## config.mk

```make
export PLATFORM = sky130hd
export DESIGN_NAME = pfs_region_walk
export DESIGN_NICKNAME = d
export VERILOG_FILES = /design/src/hdl/pfs_pkg.sv /design/src/hdl/pfs_region_walk.sv
export SDC_FILE = /design/constraint.sdc
export NUM_CORES = 1
export LEC_CHECK = 0
export BUFFER_PORTS_ARGS = -buffer_cell sky130_fd_sc_hd__buf_2
export CAP_MARGIN = 0
export CORE_MARGIN = 2
export CORE_UTILIZATION = 28
export CTS_CLUSTER_SIZE = 28
export DETAILED_ROUTE_END_ITERATION = 8
export GPL_TIMING_DRIVEN = 0
export PLACE_DENSITY = 0.51
export SLEW_MARGIN = 25
export SYNTH_ARGS = -nofsm -noshare
export SYNTH_HDL_FRONTEND = slang
export SYNTH_SLANG_ARGS = --single-unit
```

## constraint.sdc

```tcl
create_clock -name clk -period 3.7 [get_ports clk]
set_input_delay 0 -clock clk [delete_from_list [all_inputs] [get_ports clk]]
set_output_delay 0 -clock clk [all_outputs]
set_load 0.005 [all_outputs]
```

## src/hdl/pfs_pkg.sv

```systemverilog
package pfs_pkg;

	// Stack and page geometry. PAGE_BYTES must be a power of two.
	localparam int STACK_DEPTH = 4096;
	localparam int PAGE_BYTES  = 4096;

	localparam int ADDR_W     = 64;
	localparam int COUNT_W    = 13;
	localparam int IDX_W      = $clog2(STACK_DEPTH);
	localparam int TOP_W      = $clog2(STACK_DEPTH + 1);
	localparam int PAGE_SHIFT = $clog2(PAGE_BYTES);
	localparam int PN_W       = ADDR_W - PAGE_SHIFT;

	// Command codes.
	localparam logic [1:0] CMD_ADD   = 2'd0;
	localparam logic [1:0] CMD_ALLOC = 2'd1;
	localparam logic [1:0] CMD_FREE  = 2'd2;
	localparam logic [1:0] CMD_COUNT = 2'd3;

	// Status codes.
	localparam logic [1:0] STAT_OK    = 2'd0;
	localparam logic [1:0] STAT_EMPTY = 2'd1;
	localparam logic [1:0] STAT_FULL  = 2'd2;

	typedef enum logic [1:0] {
		ST_IDLE,
		ST_FILL,
		ST_RDATA,
		ST_DONE
	} state_t;

	// Control from the sequencer to the region walker.
	typedef struct packed {
		logic load;
		logic step;
	} walk_ctrl_t;

	// Status from the region walker back to the sequencer.
	typedef struct packed {
		logic              more;
		logic [ADDR_W-1:0] addr;
	} walk_stat_t;

endpackage

```

## src/hdl/pfs_region_walk.sv

```systemverilog
module pfs_region_walk (
	input  logic                              clk,
	input  logic [pfs_pkg::ADDR_W-1:0]        region_base,
	input  logic [pfs_pkg::ADDR_W-1:0]        region_length,
	input  pfs_pkg::walk_ctrl_t               ctrl,
	output pfs_pkg::walk_stat_t               stat
);

	logic [pfs_pkg::ADDR_W:0]       sum;
	logic [pfs_pkg::ADDR_W-1:0]     end_addr;
	logic [pfs_pkg::PN_W-1:0]       limit_pn;
	logic [pfs_pkg::PN_W:0]         first_pn;
	logic [pfs_pkg::PN_W:0]         first_q;
	logic [pfs_pkg::PN_W-1:0]       limit_q;

	// Saturate the region end, then round the base up and the end down to pages.
	always_comb begin
		sum      = {1'b0, region_base} + {1'b0, region_length};
		end_addr = sum[pfs_pkg::ADDR_W] ? '1 : sum[pfs_pkg::ADDR_W-1:0];
		limit_pn = end_addr[pfs_pkg::ADDR_W-1:pfs_pkg::PAGE_SHIFT];
		first_pn = {1'b0, region_base[pfs_pkg::ADDR_W-1:pfs_pkg::PAGE_SHIFT]}
			+ (pfs_pkg::PN_W+1)'(|region_base[pfs_pkg::PAGE_SHIFT-1:0]);
	end

	// Page counter: loaded once per region, then stepped once per pushed page.
	always_ff @(posedge clk) begin
		if (ctrl.load) begin
			first_q <= first_pn;
			limit_q <= limit_pn;
		end else if (ctrl.step) begin
			first_q <= first_q + (pfs_pkg::PN_W+1)'(1);
		end
	end

	assign stat.more = first_q < {1'b0, limit_q};
	assign stat.addr = {first_q[pfs_pkg::PN_W-1:0], {pfs_pkg::PAGE_SHIFT{1'b0}}};

endmodule

```

======== Yosys cells after proc, flatten, opt, wreduce, memory -nomap -nowiden ========
Index checks and enable logic that the tools add are counted.
storage, ports and cells
  register bits after elaboration ......... 105
  output and inout bits ................... 65
  input port bits ......................... 131
  word-level logic and storage cells ...... 10
operators by class
  add/subtract/negate cells ............... 3
  multiplexer cells ....................... 2
  order comparisons ....................... 1
  reductions and logical operators ........ 2
operators by type and width
  kind                                                             number
  53-bit 2-to-1 mux                                                2
  64-bit by 64-bit adder with 65-bit output                        1
  52-bit by 1-bit adder with 53-bit output                         1
  53-bit by 1-bit adder with 53-bit output, second input constant  1
  53-bit by 52-bit < comparator with 1-bit output                  1
  12-bit OR reduction                                              1
  2-bit nonzero test                                               1

======== Longest topological paths before layout ========
Gate-level depths: netlist of the first run.
  word-level depth ........................ 3
  depth in mapped cells ................... 15
  mapped depth without buffers ............ 13

======== Worst setup path before layout of the first run ========
OpenSTA, ideal clock, no wires.
  kind .................................... input port to flip-flop
  start ................................... in region_base[4] in the netlist's numbering
  end ..................................... reg limit_q[47] in the netlist's numbering (data pin)
  cell stages on the path ................. 11
  required time ........................... 3438 ps
  setup time .............................. 262 ps
  setup slack ............................. 1039 ps
  arrival time ............................ 2399 ps
  buffers on the path ..................... 0
  path through ............................ ha_1 -> a21o_1 -> a21o_1 -> o31ai_4 -> a21oi_2 -> o311ai_4 -> a211oi_2 -> a31oi_4 -> o211ai_2 -> a221oi_2 -> mux2_1
between the ends
  word-level cells in the longest chain between the ends .. 1
RTL lines
  element                                    RTL line               source
  start, declared                            pfs_region_walk.sv:3   input logic [pfs_pkg::ADDR_W-1:0] region_base,
  64-bit by 64-bit adder with 65-bit output  pfs_region_walk.sv:18  sum = {1'b0, region_base} + {1'b0, region_length};
  end signal, assigned                       pfs_region_walk.sv:29  limit_q <= limit_pn;
  end, declared                              pfs_region_walk.sv:14  logic [pfs_pkg::PN_W-1:0] limit_q;
No other way between the ends.
A chain may end at the register's enable or synchronous reset.

======== Worst setup path in the final report of the first run ========
  start ................................... reg first_q[1] in the netlist's numbering
  end ..................................... reg first_q[52] in the netlist's numbering (data pin)
between the ends
  word-level cells in the longest chain between the ends .. 3
RTL lines
  element                                   RTL line               source
  start, declared                           pfs_region_walk.sv:13  logic [pfs_pkg::PN_W:0] first_q;
  start signal, assigned                    pfs_region_walk.sv:28  first_q <= first_pn;
  start signal, assigned                    pfs_region_walk.sv:31  first_q <= first_q + (pfs_pkg::PN_W+1)'(1);
  53-bit by 1-bit adder with 53-bit output  pfs_region_walk.sv:31
  53-bit 2-to-1 mux                         pfs_region_walk.sv:30  end else if (ctrl.step) begin
  53-bit 2-to-1 mux                         pfs_region_walk.sv:27  if (ctrl.load) begin
No other way between the ends. The select of a mux whose other input is x is not followed.

==> summary.md, run 1 <==
| Metric | Value |
|---|---|
| Critical path fanouts, max | `7` |
| Largest net degree at the start of global routing | `56` |
| Netlist Area Pre-Place | `11,020 um2` |
| Crit end category | `flop` |
| CTS sink count | `105` |
| Post-CTS Hold Fix Bufs | `0` |
| Critical Path AT | `3570 ps` |
| Finished Layout Cells | `2,039` |
| Fin Setup TNS | `0 ps` |
| Critical path class | `reg -> reg` |
| Power Density | `330.5 nW/um2` |
| Vias/cell | `4.848` |
| Total track usage | `0.1739` |
| Htree depth | `3` |
| WL per Instance | `17.50 um` |
| VDD IR max | `0.2138 mV` |
| Async SR Flop Fraction | `0` |
| Routing usage on met1 | `0.2345` |
| Avg Cell Area, Syn | `8.408 um2` |
| Final #Nets | `1,764` |
| Critical Path Source Type | `flop` |
| RSZ-0062 raised after global routing | `false` |
| Met3 usage in global routing | `0.02612` |
| Sequential element share of the synthesized area | `0.2860` |
| Boundary pin count | `196` |
| Max Cap Viol | `0` |
| First-iteration detailed-routing DRC count | `565` |
| Ant diodes | `0` |
| Setup Viol. Count Final | `0` |
| Post-Route WL | `35,680 um` |
| Fin crit period | `3476 ps` |
| DP Cell Count | `2,024` |
| Cell variety after synth | `70` |
| Fin crit share | `0.9394` |
| GP Congestion | `0.8333` |
| Layout cells sized above 1 | `0.2025` |
| Status | `finished, final reports clean` |
| Met2 GRT Util | `0.2822` |
| Post-CTS Setup Inserts | `0` |
| Num CTS Buffers | `9` |
| Via count | `9,886` |
| CTS Buffer Depth | `2` |
| Cells after synthesis | `1,311` |
| Clock Latency Late Sink | `380 ps` |
| Final ANT Viol Nets | `0` |
| GRT overflow | `0` |
| Die Height | `202.4 um` |
| Busiest layer in global routing | `met2` |
| Critical Path RT | `3790 ps` |
| Die ar. | `40,970 um2` |
| Post-DP HPWL | `29,570 um` |
| Port buffer count | `183` |
| Core Box Area | `38,740 um2` |
| DR DRC count | `0` |
| Fillcell total | `4,194` |
| Rel. slew slack | `0.2718` |
| Worst hold path class | `in -> reg` |
| Slew @ Worst Pin | `1092 ps` |
| EDFF count, synth | `105` |
| Initial Util | `0.2846` |
| CTS root buffer | `clkbuf_16` |
| Initial DRT Pass Iterations | `5` |
| Seq cells post-synth | `105` |
| Post-synth top flop | `edfxtp_1` |
| First-pass GRT wire length | `55,410 um` |
| Design Power | `0.004285 W` |
| Vias in the first global route | `9,887` |
| CTS clk-pin slew, worst paths | `90 ps` |
| Die width | `202.4 um` |
| Area added between synthesis and finish | `17.62%` |
| Leakage Power | `5.632 nW` |
| Row cnt | `72` |
| Synth warn | `0` |
| F_max | `287.7 MHz` |
| Final Max Slew Viols | `0` |
| Final hold vios | `0` |
| Final worst clock skew | `20.49 ps` |
| CTS tree | `done` |
| Antenna violations before repair | `1` |
==> logic make-up (layout without fill, tap and decap cells) <==
logic type      after synthesis  count (layout)  share of synthesized area
simple gates                460             460                     0.2002
compound gates              294             294                     0.1704
buf+inv                     179             378                    0.08581
xor+xnor                    147             147                     0.1168
fa+ha+maj                   117             117                     0.1328
flops                       105             105                     0.2860
mux                           8               8                   0.007605
other cells                   1              12                  0.0003402
==> cells in the mapped netlist (all sizes together) (19+ instances only) <==
library cell	count	area share
nand2	173	0.059
ha	117	0.13
a21oi	111	0.051
edfxtp	105	0.29
buf	82	0.053
nor2	82	0.028
o21ai	74	0.035
xnor2	74	0.059
xor2	73	0.058
inv	70	0.024
nand3	50	0.023
nand4	43	0.024
a21o	34	0.023
clkbuf	27	0.0092
and3	23	0.013
nor3	19	0.0086
==> through the flow <==
stage	setup slack [ps]	hold slack (ps)	instance area, um2	util
floorplan	1039	112.5	11060	-
global placement	-569.3	428.4	12630	0.3260
detailed placement	-171.9	439.0	12650	0.3266
CTS	87.20	38.78	12970	0.3348
global route	24.38	55.63	12960	0.3347
finish	224.2	46.54	12960	0.3347
==> final timing paths <==
check	from	end	slack (ps)	cells past startpoint
worst max-delay path	first_q[1]	first_q[52]	220	11
worst min-delay path	region_base[20]	first_q[8]	50	3
worst max register to register	first_q[1]	first_q[52]	220	11
worst min register to register	first_q[0]	first_q[0]	680	1
==> sequential cells by signal, indices dropped and copies added, names as in the netlist <==
signal,count
first_q,53
limit_q,52
==> layer usage <==
layer  vias up  wire length, um
li1       5012                -
met1      4572            16720
met5         -               11
met4         2             1003
met2       255            16150
met3        45             1787
==> power by group <==
| part | internal (W) | total [W] | switching, W |
|---|---|---|---|
| logic | 0.000693 | 0.00157 | 0.000872 |
| clock network | 0.000541 | 0.00106 | 0.000522 |
| registers | 0.00153 | 0.00166 | 0.000126 |
==> timing repair <==
| action | in CTS | in global routing |
|---|---|---|
| pin swaps | 0 | 0 |
| hold endpoints to repair | 0 | 0 |
| endpoints found under the setup margin | 5 | 4 |
| resized for setup | 2 | 0 |
==> cells in the final DEF, fill, tap and decap left out, types with 8 or more instances in the layout <==
| master | n |
|---|---|
| buf_4 | 70 |
| clkbuf_1 | 26 |
| nand3_1 | 50 |
| and3_1 | 23 |
| a31oi_1 | 10 |
| nor2b_1 | 10 |
| buf_2 | 194 |
| clkbuf_16 | 9 |
| o21a_1 | 8 |
| ha_1 | 117 |
| a21oi_1 | 108 |
| nand4_1 | 43 |
| nand2_1 | 172 |
| o21bai_1 | 12 |
| xor2_1 | 73 |
| nor2_1 | 81 |
| nand2b_1 | 15 |
| a21o_1 | 34 |
| nor3_1 | 19 |
| and4_1 | 12 |
| inv_1 | 70 |
| xnor2_1 | 74 |
| edfxtp_1 | 105 |
| o21ai_0 | 66 |
| conb_1 | 12 |
==> cell type report <==
class	instances	area (um2)	area share
Sequential cell	105	3153	0.2432
Inverter	70	262.8	0.02027
Tap cell	518	648.1	0.04999
Timing Repair Buffer	184	938.4	0.07238
Clock buffer	9	225.2	0.01737
Multi-Input combinational cell	1038	6973	0.5378
Clock inverter	7	85.08	0.006562
Buffer	108	679.4	0.05240
==> worst max-delay path, stage by stage, from the launching register on <==
cell and delay (ps):
edfxtp_1 440, ha_1 210, nand3_1 190, nor2_1 300, and3_1 430, and2_1 360, nor3b_2 320, nand2b_1 270
inv_1 240, nand4_1 140, xor2_1 170, o32ai_1 110
Note: power is estimated with default switching activity, not from simulation.
==> run 2: changes to the inputs <==
ABC_AREA = 1   (was not set)
ABC_CLOCK_PERIOD_IN_PS = 3700   (was not set)
PLACE_DENSITY = 0.5   (was 0.51)
==> run 2 against run 1 <==
Net effect:
- clock power shrank 16%
- critical path type unchanged
- die area grew 32%
- setup slack gained 930 ps
- flip-flop and latch count is the same
- highest routed layer is now met4
==> summary.md, run 2 <==
| Metric | Value |
|---|---|
| Status | `finished, final reports clean` |
| Die width | `232.9 um (+15%)` |
| CTS Buffer Depth | `2 (unchanged)` |
| Sw power | `0.001886 W (+24%)` |
| Seq cells post-synth | `105 (unchanged)` |
| Commonest non-fill, non-tap cells in the layout | `nand2_1 (837), inv_1 (433), nor2_1 (226)` |
| GRT overflow | `0 (unchanged)` |
| Core Box Area | `51,510 um2 (+33%)` |
| Most numerous cell in the Yosys netlist | `nand2_1` |
| Fin Setup TNS | `0 ps (unchanged)` |
| Total track usage | `0.2315 (+0.05763)` |
| Max Cap Viol | `0 (unchanged)` |
| Commonest cells in the netlist | `nand2_1 (837), inv_1 (433), nor2_1 (226)` |
| Switching Fraction | `0.4135 (+0.05858)` |
| GP Congestion | `0.9627 (+16%)` |
| Post-CTS Hold Fix Bufs | `0 (unchanged)` |
| Power Density | `272.6 nW/um2 (-18%)` |
| Part of the power in registers | `0.367 (-0.020)` |
| Crit-path cells | `ha_1 -> nand3_2 -> nor2_1 -> nand3_1 -> nor2_1 -> nand3_1 -> nor2_1 -> xor2_1 -> nand2_1 -> nand2_1` |
| RSZ-0062 raised after global routing | `false` |
| Commonest non-fill, non-tap cell in the layout | `nand2_1` |
| Most flop-heavy register | `first_q` |
| Row cnt | `83 (+15%)` |
| Met2 wire len | `29,610 um (+83%)` |
| Final worst clock skew | `7.125 ps (-13.36 ps)` |
| Regs by FF count | `first_q x53, limit_q x52` |
| Final hold vios | `0 (unchanged)` |
| Largest family of logic cells by synthesized area | `simple AND/OR/NAND/NOR gates` |
| Crit end category | `flop` |
| Critical Path RT | `3820 ps (+30 ps)` |
| Post-synth top flop | `edfxtp_1` |
| Worst path max stage delay | `500 ps (+60 ps)` |
| Slew @ Worst Pin | `800.6 ps (-291.7 ps)` |
| Max reg flops | `53 (unchanged)` |
| Leakage Power | `8.750 nW (+55%)` |
| Boundary pin count | `196 (unchanged)` |
| Antenna violations before repair | `1 (unchanged)` |
| Pint | `0.002676 W (-3.2%)` |
| WL met3 | `2658 um (+49%)` |
| Critical path fanouts, max | `7 (unchanged)` |
| Clk network pwr share | `0.196 (-0.052)` |
| Synth warn | `0 (unchanged)` |
| Top layer in use | `met4` |
| DR DRC count | `0 (unchanged)` |
| Critical Path AT | `2670 ps (-900 ps)` |
| Sequential element share of the synthesized area | `0.2150 (-0.07102)` |
| Via count | `15,600 (+58%)` |
| Post-Route WL | `63,080 um (+77%)` |
| Final Max Slew Viols | `0 (unchanged)` |
| Critical path class | `reg -> reg` |
| Initial DRT Pass Iterations | `5 (unchanged)` |
| Worst hold path class | `in -> reg` |
| Mux contribution to synthesized area | `0 (-0.007605)` |
| Largest area contributor in the netlist | `edfxtp_1` |
| PostCTS Resize Cnt | `0 (-2)` |
| CTS tree | `done` |
| Design Power | `0.004562 W (+6.5%)` |
| Area added between synthesis and finish | `14.14%` |
| Flop-to-flop setup slack | `1150 ps (+930 ps)` |
| First-iteration detailed-routing DRC count | `1,046 (+85%)` |
| Htree depth | `3 (unchanged)` |
| Setup Viol. Count Final | `0 (unchanged)` |
| Synth top area cells | `edfxtp_1 (22%), nand2_1 (21%), inv_1 (11%)` |
| DP Cell Count | `3,272 (+62%)` |
| Design area | `16,740 um2 (+29%)` |
| Vias in the first global route | `15,170 (+53%)` |
| Avg Cell Area, Syn | `6.115 um2 (-27%)` |
| Finished Layout Cells | `3,287 (+61%)` |
| Compound-Gate Fraction of Synth Area | `0.06459 (-0.1058)` |
| Port buffer count | `183 (unchanged)` |
| Initial Util | `0.2847 (about the same)` |
| VDD IR max | `0.1609 mV (-25%)` |
| Post-DP Area | `16,480 um2 (+30%)` |
| Most used cell along the critical path | `nor2_1` |
| Post-Synth Adder-Cell Area | `0.09983 (-0.03297)` |
| First-pass GRT wire length | `91,490 um (+65%)` |
| Clock Latency Late Sink | `360 ps (-20 ps)` |
| Final #Nets | `2,851 (+62%)` |
| CTS root buffer | `clkbuf_16` |
| Final ANT Viol Nets | `0 (unchanged)` |
| Fin crit period | `2547 ps (-928.3 ps)` |
| Post-CTS Setup Inserts | `0 (unchanged)` |
| EDFF count, synth | `105 (unchanged)` |
| Logic pwr share | `0.437 (+0.072)` |
| Cell at the slowest stage of the critical path | `edfxtp_1` |
| Cells after synthesis | `2,398 (+83%)` |
| Largest net degree at the start of global routing | `54 (-3.6%)` |
| Async SR Flop Fraction | `0 (unchanged)` |
| Xor/xnor share of the synthesized area | `0.05674 (-0.06006)` |
| Die ar. | `54,220 um2 (+32%)` |
| Post-Route M1 WL | `28,320 um (+69%)` |
| Simple-Gate Fraction of Synth Area | `0.4121 (+0.2119)` |
| Layout cells sized above 1 | `0.1305 (-0.07203)` |
| Fin crit share | `0.6885 (-0.2509)` |
| Post-DP HPWL | `56,210 um (+90%)` |
| CTS sink count | `105 (unchanged)` |
| CTS clk-pin slew, worst paths | `70 ps (-20 ps)` |
| WL per Instance | `19.19 um (+9.7%)` |
| Die Height | `232.9 um (+15%)` |
| Share of the synthesized area in the top cell type | `0.2150 (-0.07102)` |
| F_max | `392.5 MHz (+36%)` |
| Num CTS Buffers | `9 (unchanged)` |
| Cell variety after synth | `46 (-34%)` |
| Vias/cell | `4.745 (-2.1%)` |
| Rel. slew slack | `0.4622 (+0.1903)` |
| Critical Path Source Type | `flop` |
| Netlist Area Pre-Place | `14,660 um2 (+33%)` |
[run 2: cell count changes after synthesis, sizes merged, moves of 33 or more]
| cell | delta |
|---|---|
| inv | +364 |
| nand2 | +676 |
| nor3 | +36 |
| nand3 | +120 |
| nor2 | +158 |
| a21o | -33 |
[run 2: worst paths after layout]
path                                       from           to  depth (start not counted)
worst max-delay path                 first_q[1]  first_q[38]                         10
worst max register to register       first_q[1]  first_q[38]                         10
worst min register to register       first_q[0]   first_q[0]                          1
worst min-delay path            region_base[12]   first_q[0]                          4
[run 2: stage by stage]
step / utilization / hold WS, ps / setup slack [ps]
final: 0.3249 / 121.4 / 1153
after global routing: 0.3249 / 151.4 / 1037
after CTS: 0.3249 / 131.7 / 1144
after detailed placement: 0.3200 / 510.4 / 834.6
after global placement: 0.3198 / 494.5 / 750.5
after floorplan: - / 112.5 / 1794
[run 2: cells by family after synthesis]
logic type | Yosys count
and+or+nand+nor | 1388
xor gates and xnor gates | 95
adders and majority gates | 117
other | 1
buffers and inverters | 516
AOI/OAI and AO/OA | 176
DFF | 105
[run 2: layer usage]
| metal | GRT usage | vias up |
|---|---|---|
| met2 | 0.3991 | 474 |
| li1 | - | 7906 |
| met4 | 0.08897 | 0 |
| met5 | 0 | - |
| met1 | 0.3023 | 7128 |
| met3 | 0.01348 | 90 |
[run 2: critical path: cells and delay by family (launching register included)]
family        cells  cell delay (ps)
simple gates      8             1260
flops             1              500
fa+ha+maj         1              450
xor+xnor          1              100
[run 2: layout make-up]
type                            instances  area, um2
Antenna cell                            1      2.502
Buffer                                 82      591.8
Clock buffer                           10      229.0
Clock inverter                          4      22.52
Fill cell                            5909      34770
Inverter                              434       1629
Multi-Input combinational cell       1788       9340
Sequential cell                       105       3153
Tap cell                              680      850.8
Timing Repair Buffer                  183      918.4
[run 2: power groups by stage]
stage	sequential (W)	clock (W)	combinational [W]
final	0.00168	0.000894	0.00199
after global routing	0.00170	0.000955	0.00224
after CTS	0.00168	0.000910	0.00199
after detailed placement	0.00170	0	0.00198
after global placement	0.00170	0	0.00195
after floorplan	0.00161	0	0.00129
